--- src/design/seq_pkg.sv ---
package seq_pkg;

    localparam int QUEUE_DEPTH = 64;
    localparam int CNT_W       = $clog2(QUEUE_DEPTH + 1);
    localparam int TIME_W      = 16;
    localparam int PERSON_W    = 8;
    localparam int UNITS_W     = 12;
    localparam int KIND_W      = 2;

    localparam logic [TIME_W-1:0] LIMIT_RESET = 16'd1000;
    localparam logic [TIME_W-1:0] TIME_MAX    = 16'hFFFF;

    localparam logic OP_ADD = 1'b0;
    localparam logic OP_POP = 1'b1;

    localparam logic EV_ARRIVE = 1'b0;
    localparam logic EV_DEPART = 1'b1;

    localparam logic [KIND_W-1:0] KIND_ADD_OK = 2'd0;
    localparam logic [KIND_W-1:0] KIND_FULL   = 2'd1;
    localparam logic [KIND_W-1:0] KIND_POP    = 2'd2;
    localparam logic [KIND_W-1:0] KIND_TERM   = 2'd3;

    typedef struct packed {
        logic              ins_arrive;
        logic              ins_depart;
        logic              drop_head;
        logic              set_stop;
        logic              set_clock;
        logic              load_out;
        logic [KIND_W-1:0] out_kind;
    } dp_cmd_t;

    typedef struct packed {
        logic full;
        logic empty;
        logic stopped;
        logic past_limit;
    } dp_status_t;

    function automatic logic [TIME_W-1:0] sat_add(input logic [TIME_W-1:0] a,
                                                  input logic [UNITS_W-1:0] b);
        logic [TIME_W:0] sum;
        sum = {1'b0, a} + {{(TIME_W + 1 - UNITS_W){1'b0}}, b};
        return sum[TIME_W] ? TIME_MAX : sum[TIME_W-1:0];
    endfunction

endpackage

--- src/design/seq_ctrl.sv ---
module seq_ctrl (
    input  logic                aclk,
    input  logic                aresetn,
    input  logic                s_valid,
    input  logic                s_op,
    output logic                s_ready,
    output logic                m_valid,
    input  logic                m_ready,
    input  seq_pkg::dp_status_t status,
    output seq_pkg::dp_cmd_t    cmd
);
    import seq_pkg::*;

    localparam logic ST_IDLE = 1'b0;
    localparam logic ST_INS2 = 1'b1;

    logic state_reg, state_next;
    logic m_valid_reg, m_valid_next;
    logic accept;

    assign s_ready = (state_reg == ST_IDLE) && (!m_valid_reg || m_ready);
    assign accept  = s_valid && s_ready;
    assign m_valid = m_valid_reg;

    always_comb begin
        cmd        = '0;
        state_next = state_reg;
        case (state_reg)
            ST_IDLE: begin
                if (accept) begin
                    if (s_op == OP_ADD) begin
                        if (status.full) begin
                            cmd.load_out = 1'b1;
                            cmd.out_kind = KIND_FULL;
                        end else begin
                            cmd.ins_arrive = 1'b1;
                            state_next     = ST_INS2;
                        end
                    end else if (status.stopped || status.empty) begin
                        cmd.set_stop = 1'b1;
                        cmd.load_out = 1'b1;
                        cmd.out_kind = KIND_TERM;
                    end else if (status.past_limit) begin
                        // head is discarded, clock stays
                        cmd.drop_head = 1'b1;
                        cmd.set_stop  = 1'b1;
                        cmd.load_out  = 1'b1;
                        cmd.out_kind  = KIND_TERM;
                    end else begin
                        cmd.drop_head = 1'b1;
                        cmd.set_clock = 1'b1;
                        cmd.load_out  = 1'b1;
                        cmd.out_kind  = KIND_POP;
                    end
                end
            end
            ST_INS2: begin
                cmd.ins_depart = 1'b1;
                cmd.load_out   = 1'b1;
                cmd.out_kind   = KIND_ADD_OK;
                state_next     = ST_IDLE;
            end
            default: begin
                state_next = ST_IDLE;
            end
        endcase
    end

    always_comb begin
        m_valid_next = m_valid_reg;
        if (cmd.load_out) begin
            m_valid_next = 1'b1;
        end else if (m_ready) begin
            m_valid_next = 1'b0;
        end
    end

    always_ff @(posedge aclk) begin
        if (!aresetn) begin
            state_reg   <= ST_IDLE;
            m_valid_reg <= 1'b0;
        end else begin
            state_reg   <= state_next;
            m_valid_reg <= m_valid_next;
        end
    end

endmodule

--- src/design/seq_datapath.sv ---
module seq_datapath (
    input  logic                          aclk,
    input  logic                          aresetn,
    input  logic                          cfg_wr_en,
    input  logic [seq_pkg::TIME_W-1:0]    cfg_wr_data,
    input  logic [seq_pkg::PERSON_W-1:0]  s_person_id,
    input  logic [seq_pkg::UNITS_W-1:0]   s_stay_units,
    input  logic [seq_pkg::UNITS_W-1:0]   s_next_gap,
    input  seq_pkg::dp_cmd_t              cmd,
    output seq_pkg::dp_status_t           status,
    output logic [seq_pkg::KIND_W-1:0]    m_kind,
    output logic [seq_pkg::TIME_W-1:0]    m_event_time,
    output logic [seq_pkg::PERSON_W-1:0]  m_event_person,
    output logic                          m_event_type
);
    import seq_pkg::*;

    // sorted shift-register queue, head at cell 0
    logic [TIME_W-1:0]   slot_time_reg   [QUEUE_DEPTH];
    logic [PERSON_W-1:0] slot_person_reg [QUEUE_DEPTH];
    logic                slot_type_reg   [QUEUE_DEPTH];
    logic [TIME_W-1:0]   slot_time_next   [QUEUE_DEPTH];
    logic [PERSON_W-1:0] slot_person_next [QUEUE_DEPTH];
    logic                slot_type_next   [QUEUE_DEPTH];

    logic [CNT_W-1:0]    count_reg, count_next;
    logic [TIME_W-1:0]   arrival_reg, arrival_next;
    logic [TIME_W-1:0]   clock_reg, clock_next;
    logic                stopped_reg, stopped_next;
    logic [TIME_W-1:0]   limit_reg, limit_next;
    logic [TIME_W-1:0]   depart_time_reg;
    logic [PERSON_W-1:0] depart_person_reg;

    logic [KIND_W-1:0]   kind_reg;
    logic [TIME_W-1:0]   out_time_reg;
    logic [PERSON_W-1:0] out_person_reg;
    logic                out_type_reg;

    logic                ins_en;
    logic [TIME_W-1:0]   ins_time;
    logic [PERSON_W-1:0] ins_person;
    logic                ins_type;
    logic [QUEUE_DEPTH-1:0] ge;

    assign ins_en     = cmd.ins_arrive || cmd.ins_depart;
    assign ins_time   = cmd.ins_depart ? depart_time_reg : arrival_reg;
    assign ins_person = cmd.ins_depart ? depart_person_reg : s_person_id;
    assign ins_type   = cmd.ins_depart ? EV_DEPART : EV_ARRIVE;

    assign status.full       = ({1'b0, count_reg} + (CNT_W + 1)'(2))
                               > (CNT_W + 1)'(QUEUE_DEPTH);
    assign status.empty      = (count_reg == '0);
    assign status.stopped    = stopped_reg;
    assign status.past_limit = clock_reg > limit_reg;

    // ge marks cells at or after the insert point; monotonic since the queue is sorted
    always_comb begin
        for (int k = 0; k < QUEUE_DEPTH; k++) begin
            ge[k] = (CNT_W'(k) >= count_reg) || (slot_time_reg[k] >= ins_time);
        end
    end

    always_comb begin
        for (int k = 0; k < QUEUE_DEPTH; k++) begin
            slot_time_next[k]   = slot_time_reg[k];
            slot_person_next[k] = slot_person_reg[k];
            slot_type_next[k]   = slot_type_reg[k];
            if (ins_en) begin
                if (ge[k] && (k == 0 || !ge[(k == 0) ? 0 : k - 1])) begin
                    slot_time_next[k]   = ins_time;
                    slot_person_next[k] = ins_person;
                    slot_type_next[k]   = ins_type;
                end else if (ge[k] && k > 0) begin
                    slot_time_next[k]   = slot_time_reg[(k == 0) ? 0 : k - 1];
                    slot_person_next[k] = slot_person_reg[(k == 0) ? 0 : k - 1];
                    slot_type_next[k]   = slot_type_reg[(k == 0) ? 0 : k - 1];
                end
            end else if (cmd.drop_head && k + 1 < QUEUE_DEPTH) begin
                slot_time_next[k]   = slot_time_reg[(k + 1 < QUEUE_DEPTH) ? k + 1 : k];
                slot_person_next[k] = slot_person_reg[(k + 1 < QUEUE_DEPTH) ? k + 1 : k];
                slot_type_next[k]   = slot_type_reg[(k + 1 < QUEUE_DEPTH) ? k + 1 : k];
            end
        end
    end

    always_comb begin
        count_next   = count_reg;
        arrival_next = arrival_reg;
        clock_next   = clock_reg;
        stopped_next = stopped_reg;
        limit_next   = limit_reg;
        if (ins_en) begin
            count_next = count_reg + CNT_W'(1);
        end else if (cmd.drop_head) begin
            count_next = count_reg - CNT_W'(1);
        end
        if (cmd.ins_arrive) begin
            arrival_next = sat_add(arrival_reg, s_next_gap);
        end
        if (cmd.set_clock) begin
            clock_next = slot_time_reg[0];
        end
        if (cmd.set_stop) begin
            stopped_next = 1'b1;
        end
        if (cfg_wr_en) begin
            limit_next = cfg_wr_data;
        end
    end

    always_ff @(posedge aclk) begin
        if (!aresetn) begin
            count_reg   <= '0;
            arrival_reg <= '0;
            clock_reg   <= '0;
            stopped_reg <= 1'b0;
            limit_reg   <= LIMIT_RESET;
        end else begin
            count_reg   <= count_next;
            arrival_reg <= arrival_next;
            clock_reg   <= clock_next;
            stopped_reg <= stopped_next;
            limit_reg   <= limit_next;
        end
    end

    always_ff @(posedge aclk) begin
        for (int k = 0; k < QUEUE_DEPTH; k++) begin
            slot_time_reg[k]   <= slot_time_next[k];
            slot_person_reg[k] <= slot_person_next[k];
            slot_type_reg[k]   <= slot_type_next[k];
        end
        if (cmd.ins_arrive) begin
            depart_time_reg   <= sat_add(arrival_reg, s_stay_units);
            depart_person_reg <= s_person_id;
        end
        if (cmd.load_out) begin
            kind_reg <= cmd.out_kind;
            if (cmd.out_kind == KIND_POP) begin
                out_time_reg   <= slot_time_reg[0];
                out_person_reg <= slot_person_reg[0];
                out_type_reg   <= slot_type_reg[0];
            end else if (cmd.out_kind == KIND_TERM) begin
                out_time_reg   <= clock_reg;
                out_person_reg <= '0;
                out_type_reg   <= 1'b0;
            end else begin
                out_time_reg   <= '0;
                out_person_reg <= '0;
                out_type_reg   <= 1'b0;
            end
        end
    end

    assign m_kind         = kind_reg;
    assign m_event_time   = out_time_reg;
    assign m_event_person = out_person_reg;
    assign m_event_type   = out_type_reg;

endmodule

--- src/design/sorted_event_queue.sv ---
// Results: a pop or a refused add registers its result on the input beat, shown in the cycle after;
// an accepted add does one sorted insert in ST_IDLE and one in ST_INS2, which registers its result.
// Throughput: one pop per cycle while the sink holds m_ready high; no new beat is taken during
// an add's second insert. The shift-register queue takes one insert or one removal per cycle.
// Reset (aresetn low, synchronous): queue empty, clocks zero, not stopped, limit 1000.
module sorted_event_queue (
    input  logic                          aclk,
    input  logic                          aresetn,
    input  logic                          cfg_wr_en,
    input  logic [seq_pkg::TIME_W-1:0]    cfg_wr_data,
    input  logic                          s_valid,
    output logic                          s_ready,
    input  logic                          s_op,
    input  logic [seq_pkg::PERSON_W-1:0]  s_person_id,
    input  logic [seq_pkg::UNITS_W-1:0]   s_stay_units,
    input  logic [seq_pkg::UNITS_W-1:0]   s_next_gap,
    output logic                          m_valid,
    input  logic                          m_ready,
    output logic [seq_pkg::KIND_W-1:0]    m_kind,
    output logic [seq_pkg::TIME_W-1:0]    m_event_time,
    output logic [seq_pkg::PERSON_W-1:0]  m_event_person,
    output logic                          m_event_type
);
    import seq_pkg::*;

    dp_cmd_t    cmd;
    dp_status_t status;

    seq_ctrl u_ctrl (
        .aclk    (aclk),
        .aresetn (aresetn),
        .s_valid (s_valid),
        .s_op    (s_op),
        .s_ready (s_ready),
        .m_valid (m_valid),
        .m_ready (m_ready),
        .status  (status),
        .cmd     (cmd)
    );

    seq_datapath u_dp (
        .aclk           (aclk),
        .aresetn        (aresetn),
        .cfg_wr_en      (cfg_wr_en),
        .cfg_wr_data    (cfg_wr_data),
        .s_person_id    (s_person_id),
        .s_stay_units   (s_stay_units),
        .s_next_gap     (s_next_gap),
        .cmd            (cmd),
        .status         (status),
        .m_kind         (m_kind),
        .m_event_time   (m_event_time),
        .m_event_person (m_event_person),
        .m_event_type   (m_event_type)
    );

endmodule

--- config.mk ---
export PLATFORM = sky130hd
export DESIGN_NAME = sorted_event_queue
export DESIGN_NICKNAME = d
export VERILOG_FILES = /design/src/design/seq_pkg.sv /design/src/design/seq_ctrl.sv /design/src/design/seq_datapath.sv /design/src/design/sorted_event_queue.sv
export SDC_FILE = /design/constraint.sdc
export NUM_CORES = 2
export LEC_CHECK = 0
export BUFFER_PORTS_ARGS = -buffer_cell sky130_fd_sc_hd__buf_2
export CAP_MARGIN = 20
export CELL_PAD_IN_SITES_DETAIL_PLACEMENT = 0
export CELL_PAD_IN_SITES_GLOBAL_PLACEMENT = 1
export CORE_UTILIZATION = 47
export DETAILED_ROUTE_END_ITERATION = 7
export PLACE_DENSITY_LB_ADDON = 0.05
export SETUP_SLACK_MARGIN = 0.4
export SLEW_MARGIN = 20
export SYNTH_ARGS = -nofsm -noshare
export SYNTH_HDL_FRONTEND = slang
export SYNTH_HIERARCHICAL = 1
export SYNTH_SLANG_ARGS = --single-unit
--- constraint.sdc ---
create_clock -name aclk -period 5.2 [get_ports aclk]
set_input_delay 0.52 -clock aclk [delete_from_list [all_inputs] [get_ports aclk]]
set_output_delay 0.52 -clock aclk [all_outputs]
set_load 0.05 [all_outputs]
Yosys cells after proc, flatten, opt, wreduce, memory -nomap -nowiden. Memory sizes are Yosys's and may differ from the RTL's. Cells that the tools add are included.

Add/subtract/negate cells: 5. Equality and inequality tests: 2. Bitwise operators: 1. Mux-type cells: 791. $lt $le $gt $ge: 130. Reductions and logical operators: 199.

Operators by type and width (count): $mux 16 (258); $mux 8 (255); $ge 16x16->1 (64); $mux 1 (268); $ge 6x7->1 const A (32); $ge 5x7->1 const A (16); $logic_or 1x1->1 (67); $logic_and 1x1->1 (65); $logic_not 1->1 (64); $ge 4x7->1 const A (8); $add 16x12->17 (2); $ge 3x7->1 const A (4); $gt 16x16->1 (1); $mux 3 (5); $ge 1x7->1 const A (2); $ge 2x7->1 const A (2); $mux 7 (2); $add 7x2->8 const B (1); $gt 8x7->1 const B (1); $add 7x1->7 const B (1); $logic_not 7->1 (1); $sub 7x1->7 const B (1); $mux 6 (1); $pmux 3 s2 (1); other kinds (4) (6).

Logic and storage cells: 1144. Output and inout bits: 29. Memory bits (writable): 1600. Bits in registers: 109. Memories kept: 3. Input bits: 54.

Memory list: u_dp.slot_time_reg (words 64, width 16, read ports 64, clocked after Yosys merged registers in 0, write ports 64, line seq_datapath.sv:19) `logic [TIME_W-1:0] slot_time_reg [QUEUE_DEPTH];`; u_dp.slot_person_reg (words 64, width 8, read ports 64, clocked after Yosys merged registers in 0, write ports 64, line seq_datapath.sv:20) `logic [PERSON_W-1:0] slot_person_reg [QUEUE_DEPTH];`; u_dp.slot_type_reg (words 64, width 1, read ports 64, clocked after Yosys merged registers in 0, write ports 64, line seq_datapath.sv:21) `logic slot_type_reg [QUEUE_DEPTH];`.

Depth between registers and ports, before layout.
Depth in word-level cells: 9. Depth in mapped cells: 20. Depth with buffers taken out: 14.

Modules after synthesis. The synthesis kept the hierarchy.

Modules (own cells, without submodules): seq_datapath (area an instance 105965.4 µm², instances 1, seq. area each 50698.6 µm², cells each 10074); seq_ctrl (area an instance 195.2 µm², instances 1, seq. area each 40.0 µm², cells each 25).

Least setup slack after synthesis. Ideal clock, no wire load.

Kind: reg-to-reg. Start point: reg u_ctrl/state_reg (netlist name). End point: mem u_dp.slot_person_reg[26][0], in the netlist u_dp/slot_person_reg[0][208], enable pin. Library setup time: 415 ps. Arrival: 5181 ps. Path buffers: 4. Period minus slack after synthesis: 5596 ps. Required time: 4785 ps. Stages on the path, launching flop included: 14. Path slack: -396 ps. Path through: dfxtp_1 -> buf_4 -> buf_1 -> clkbuf_1 -> mux2i_1 -> inv_1 -> ha_1 -> nand2b_1 -> a2111oi_0 -> or4_1 -> a31o_2 -> and2_1 -> clkbuf_1 -> a21oi_1.

RTL lines (line): to (decl) (seq_datapath.sv:20).

==> results_dict.tcl <==
set metrics [dict create \
    outcome "completed" \
    clockBufferDepth 3 \
    cts.sinks 1709 \
    drt_pass1_iterations 8 \
    portBuffers 82 \
    yosys_warnings 6 \
    cts_root_buffer "clkbuf_16" \
    die_y_um 477.3 \
    setup_viol 0 \
    drv_slew 0 \
    fin_crit_ns 4.717 \
    final_layout_size_suffix_gt1_share_pct 10.32 \
    crit_path_max_fanout 42 \
    drt_iter0_drc 10270 \
    setup_tns_ns 0 \
    yosysMostFrequentCell "edfxtp_1" \
    drc 0 \
    critPathCaptureType "flip-flop" \
    synth_ff_type "edfxtp_1" \
    viasPerCell 6.828 \
    power_density_mw_per_mm2 424.7 \
    syn-num-nets 11230 \
    finalClockSkew_ns 0.03469 \
    cpPeakStageDelay_ns 0.61 \
    synth_top_area_share_pct 46.70 \
    leakage_nw 43.49 \
    clock_latency_ns 0.89 \
    die_w_um 477.3 \
    grt_max_degree 184 \
    ys_ff_latch 1709 \
    nets 11160 \
    path_class "flip-flop to flip-flop" \
    ant_nets 0 \
    maxCapViolCount 0 \
    nFillCells 19900 \
    cpLargestDelayFamily "compound AO/OA/AOI/OAI gates" \
    required_ns 5.95 \
    fmax_mhz 212.0 \
    hold_viol_final 0 \
    cp_slowest_cell "a2111oi_0" \
    hold_class "input port to flip-flop" \
    syn_avg_cell_area_um2 10.51 \
    fin_hold_ws_ns 0.07820 \
    synth.top_cells.by_count "edfxtp_1 (1651), nand2_1 (1186), ha_1 (1071)" \
    ios 83 \
    antenna_found_initial 17 \
    synth_edf_count 1651 \
    postCtsSetupBuffers 0 \
    area_growth_pct 12.05 \
    wl_per_cell_um 31.81 \
    die_area_mm2 0.2278 \
    cp.arrival_ns 5.47 \
    start_kind "flip-flop" \
    grt_usage_pct 35.83 \
    drt_wl_total_mm 419.7 \
    seq_area_mm2 0.05074 \
    grt_pass1_wl_mm 608.0 \
    path_clk_slew_ns 0.06 \
    place_congestion 0.9326 \
    max-vdd-ir-drop_uv 268.3 \
    synth.area.top_cells "edfxtp_1 (47%), ha_1 (13%), a221o_1 (6.8%)" \
    largest_reg_flops 1024 \
    multi_input_area_mm2 0.05265 \
    placementRows 174 \
    min_period_over_period_pct 90.72 \
    ys_types 97 \
    core_region_area_mm2 0.2247 \
    cp_cell_sequence "mux2_2 > inv_4 > buf_12 > buf_4 > ha_1 > nand2_1 > o21ai_0 > a2111oi_0 > a211oi_1 > o211ai_1 > buf_4 > and2_1 > a221o_1" \
    crit_top_cell "buf_4" \
    yosysSeqAreaShare_pct 47.79 \
    grt_pass1_vias 86730 \
    vias 90070 \
    syn_area_mm2 0.1062 \
    rsz0062_at_grt "false" \
    syn_inst 10100 \
    max_slew_margin_pct 20.75 \
    hpwl_mm 297.8 \
    grt.overflow.total 0 \
    start_util_pct 47.25 \
    htreeDepth 4 \
    cts_buffers 199 \
    async_flop_share_pct 0 \
    critical_path_buf_inv_count 4 \
    synth.largest_area_cell "edfxtp_1" \
    cts_tree "done" \
    worst_pin_slew_ns 1.189 \
]
## path summary, 6_finish.rpt
check	from	to	slack (ns)	cells after the start
setup / recovery	u_ctrl/state_reg	u_dp/slot_person_reg[0][150]	0.48	13
hold / removal	s_next_gap[0]	u_dp/arrival_reg[0]	0.08	4
setup reg to reg	u_ctrl/state_reg	u_dp/slot_person_reg[0][150]	0.48	13
hold reg to reg	u_dp/limit_reg[7]	u_dp/limit_reg[7]	0.49	2
## cells in the final DEF (no fill, tap or decap), types with 310 or more instances in the layout
cell / count
nand3_1: 785
ha_1: 1071
buf_4: 372
edfxtp_1: 1651
nor2_1: 718
a21oi_1: 479
o21ai_0: 310
a221o_1: 726
nand2_1: 1169
o211ai_1: 714
## per-layer routing
layer / global-route usage [%] / part of all wire, % / vias up
li1: - / - / 39560
met2: 54.84 / 44 / 4532
met4: 15.67 / 4.7 / 4
met3: 6.644 / 8.8 / 813
met5: 0 / 0.0048 / -
met1: 49.46 / 42 / 45170
## stage by stage
| step | worst slack (ns) | instance area [µm²] | utilization (%) | power, mW | std cells |
|---|---|---|---|---|---|
| 6_report | 0.4825 | 119000 | 52.95 | 50.52 | 13190 |
| 5_1_grt | 0.4085 | 118900 | 52.94 | 52.70 | 13190 |
| 4_1_cts | 0.4415 | 118900 | 52.92 | 50.26 | 13190 |
| 3_5_place_dp | 0.3914 | 112300 | 49.96 | 36.13 | 12800 |
| 3_3_place_gp | 0.3582 | 112200 | 49.95 | 35.66 | 12790 |
| 2_1_floorplan | 0.1655 | 106700 | - | 30.15 | 10100 |
## report_power, final
part	switching (mW)	internal, mW	total [mW]
sequential	2.94	19.2	22.1
clock	6.16	8.01	14.2
combinational	8.82	5.44	14.3
total	17.9	32.6	50.5
## kinds of logic (layout without fill, tap and decap cells)
logic type                 count (synthesis)  after routing  share of synthesized area [%]
adders and majority gates               1073           1073                          12.66
other                                      0              5                              0
AOI/OAI and AO/OA                       2926           2926                          20.78
buffers and inverters                    957           1052                          3.551
and+or+nand+nor                         3317           3317                          14.09
xor gates and xnor gates                  17             17                         0.1402
muxes                                    100            100                         0.9888
DFF                                     1709           1709                          47.79
## worst min-delay path, cell delays in order
cell and delay (ns):
buf_2 0.09, ha_1 0.12, inv_1 0.04, a31oi_1 0.14
## cell type report
type	instances	share of cell area, %
Clock buffer	253	4.468
Inverter	136	0.4639
Timing Repair Buffer	549	4.090
Antenna cell	5	0.01052
Multi-Input combinational cell	7433	44.26
Tap cell	2992	3.147
Sequential cell	1709	42.66
Clock inverter	114	0.9046
## timing repair
item / in CTS / in global routing
hold endpoints to repair: 24 / 0
setup endpoints to repair: 8 / 57
pin swaps: 0 / 0
hold buffers: 24 / 0
resized for setup: 1 / 8
(Power assumes the default switching activity.)
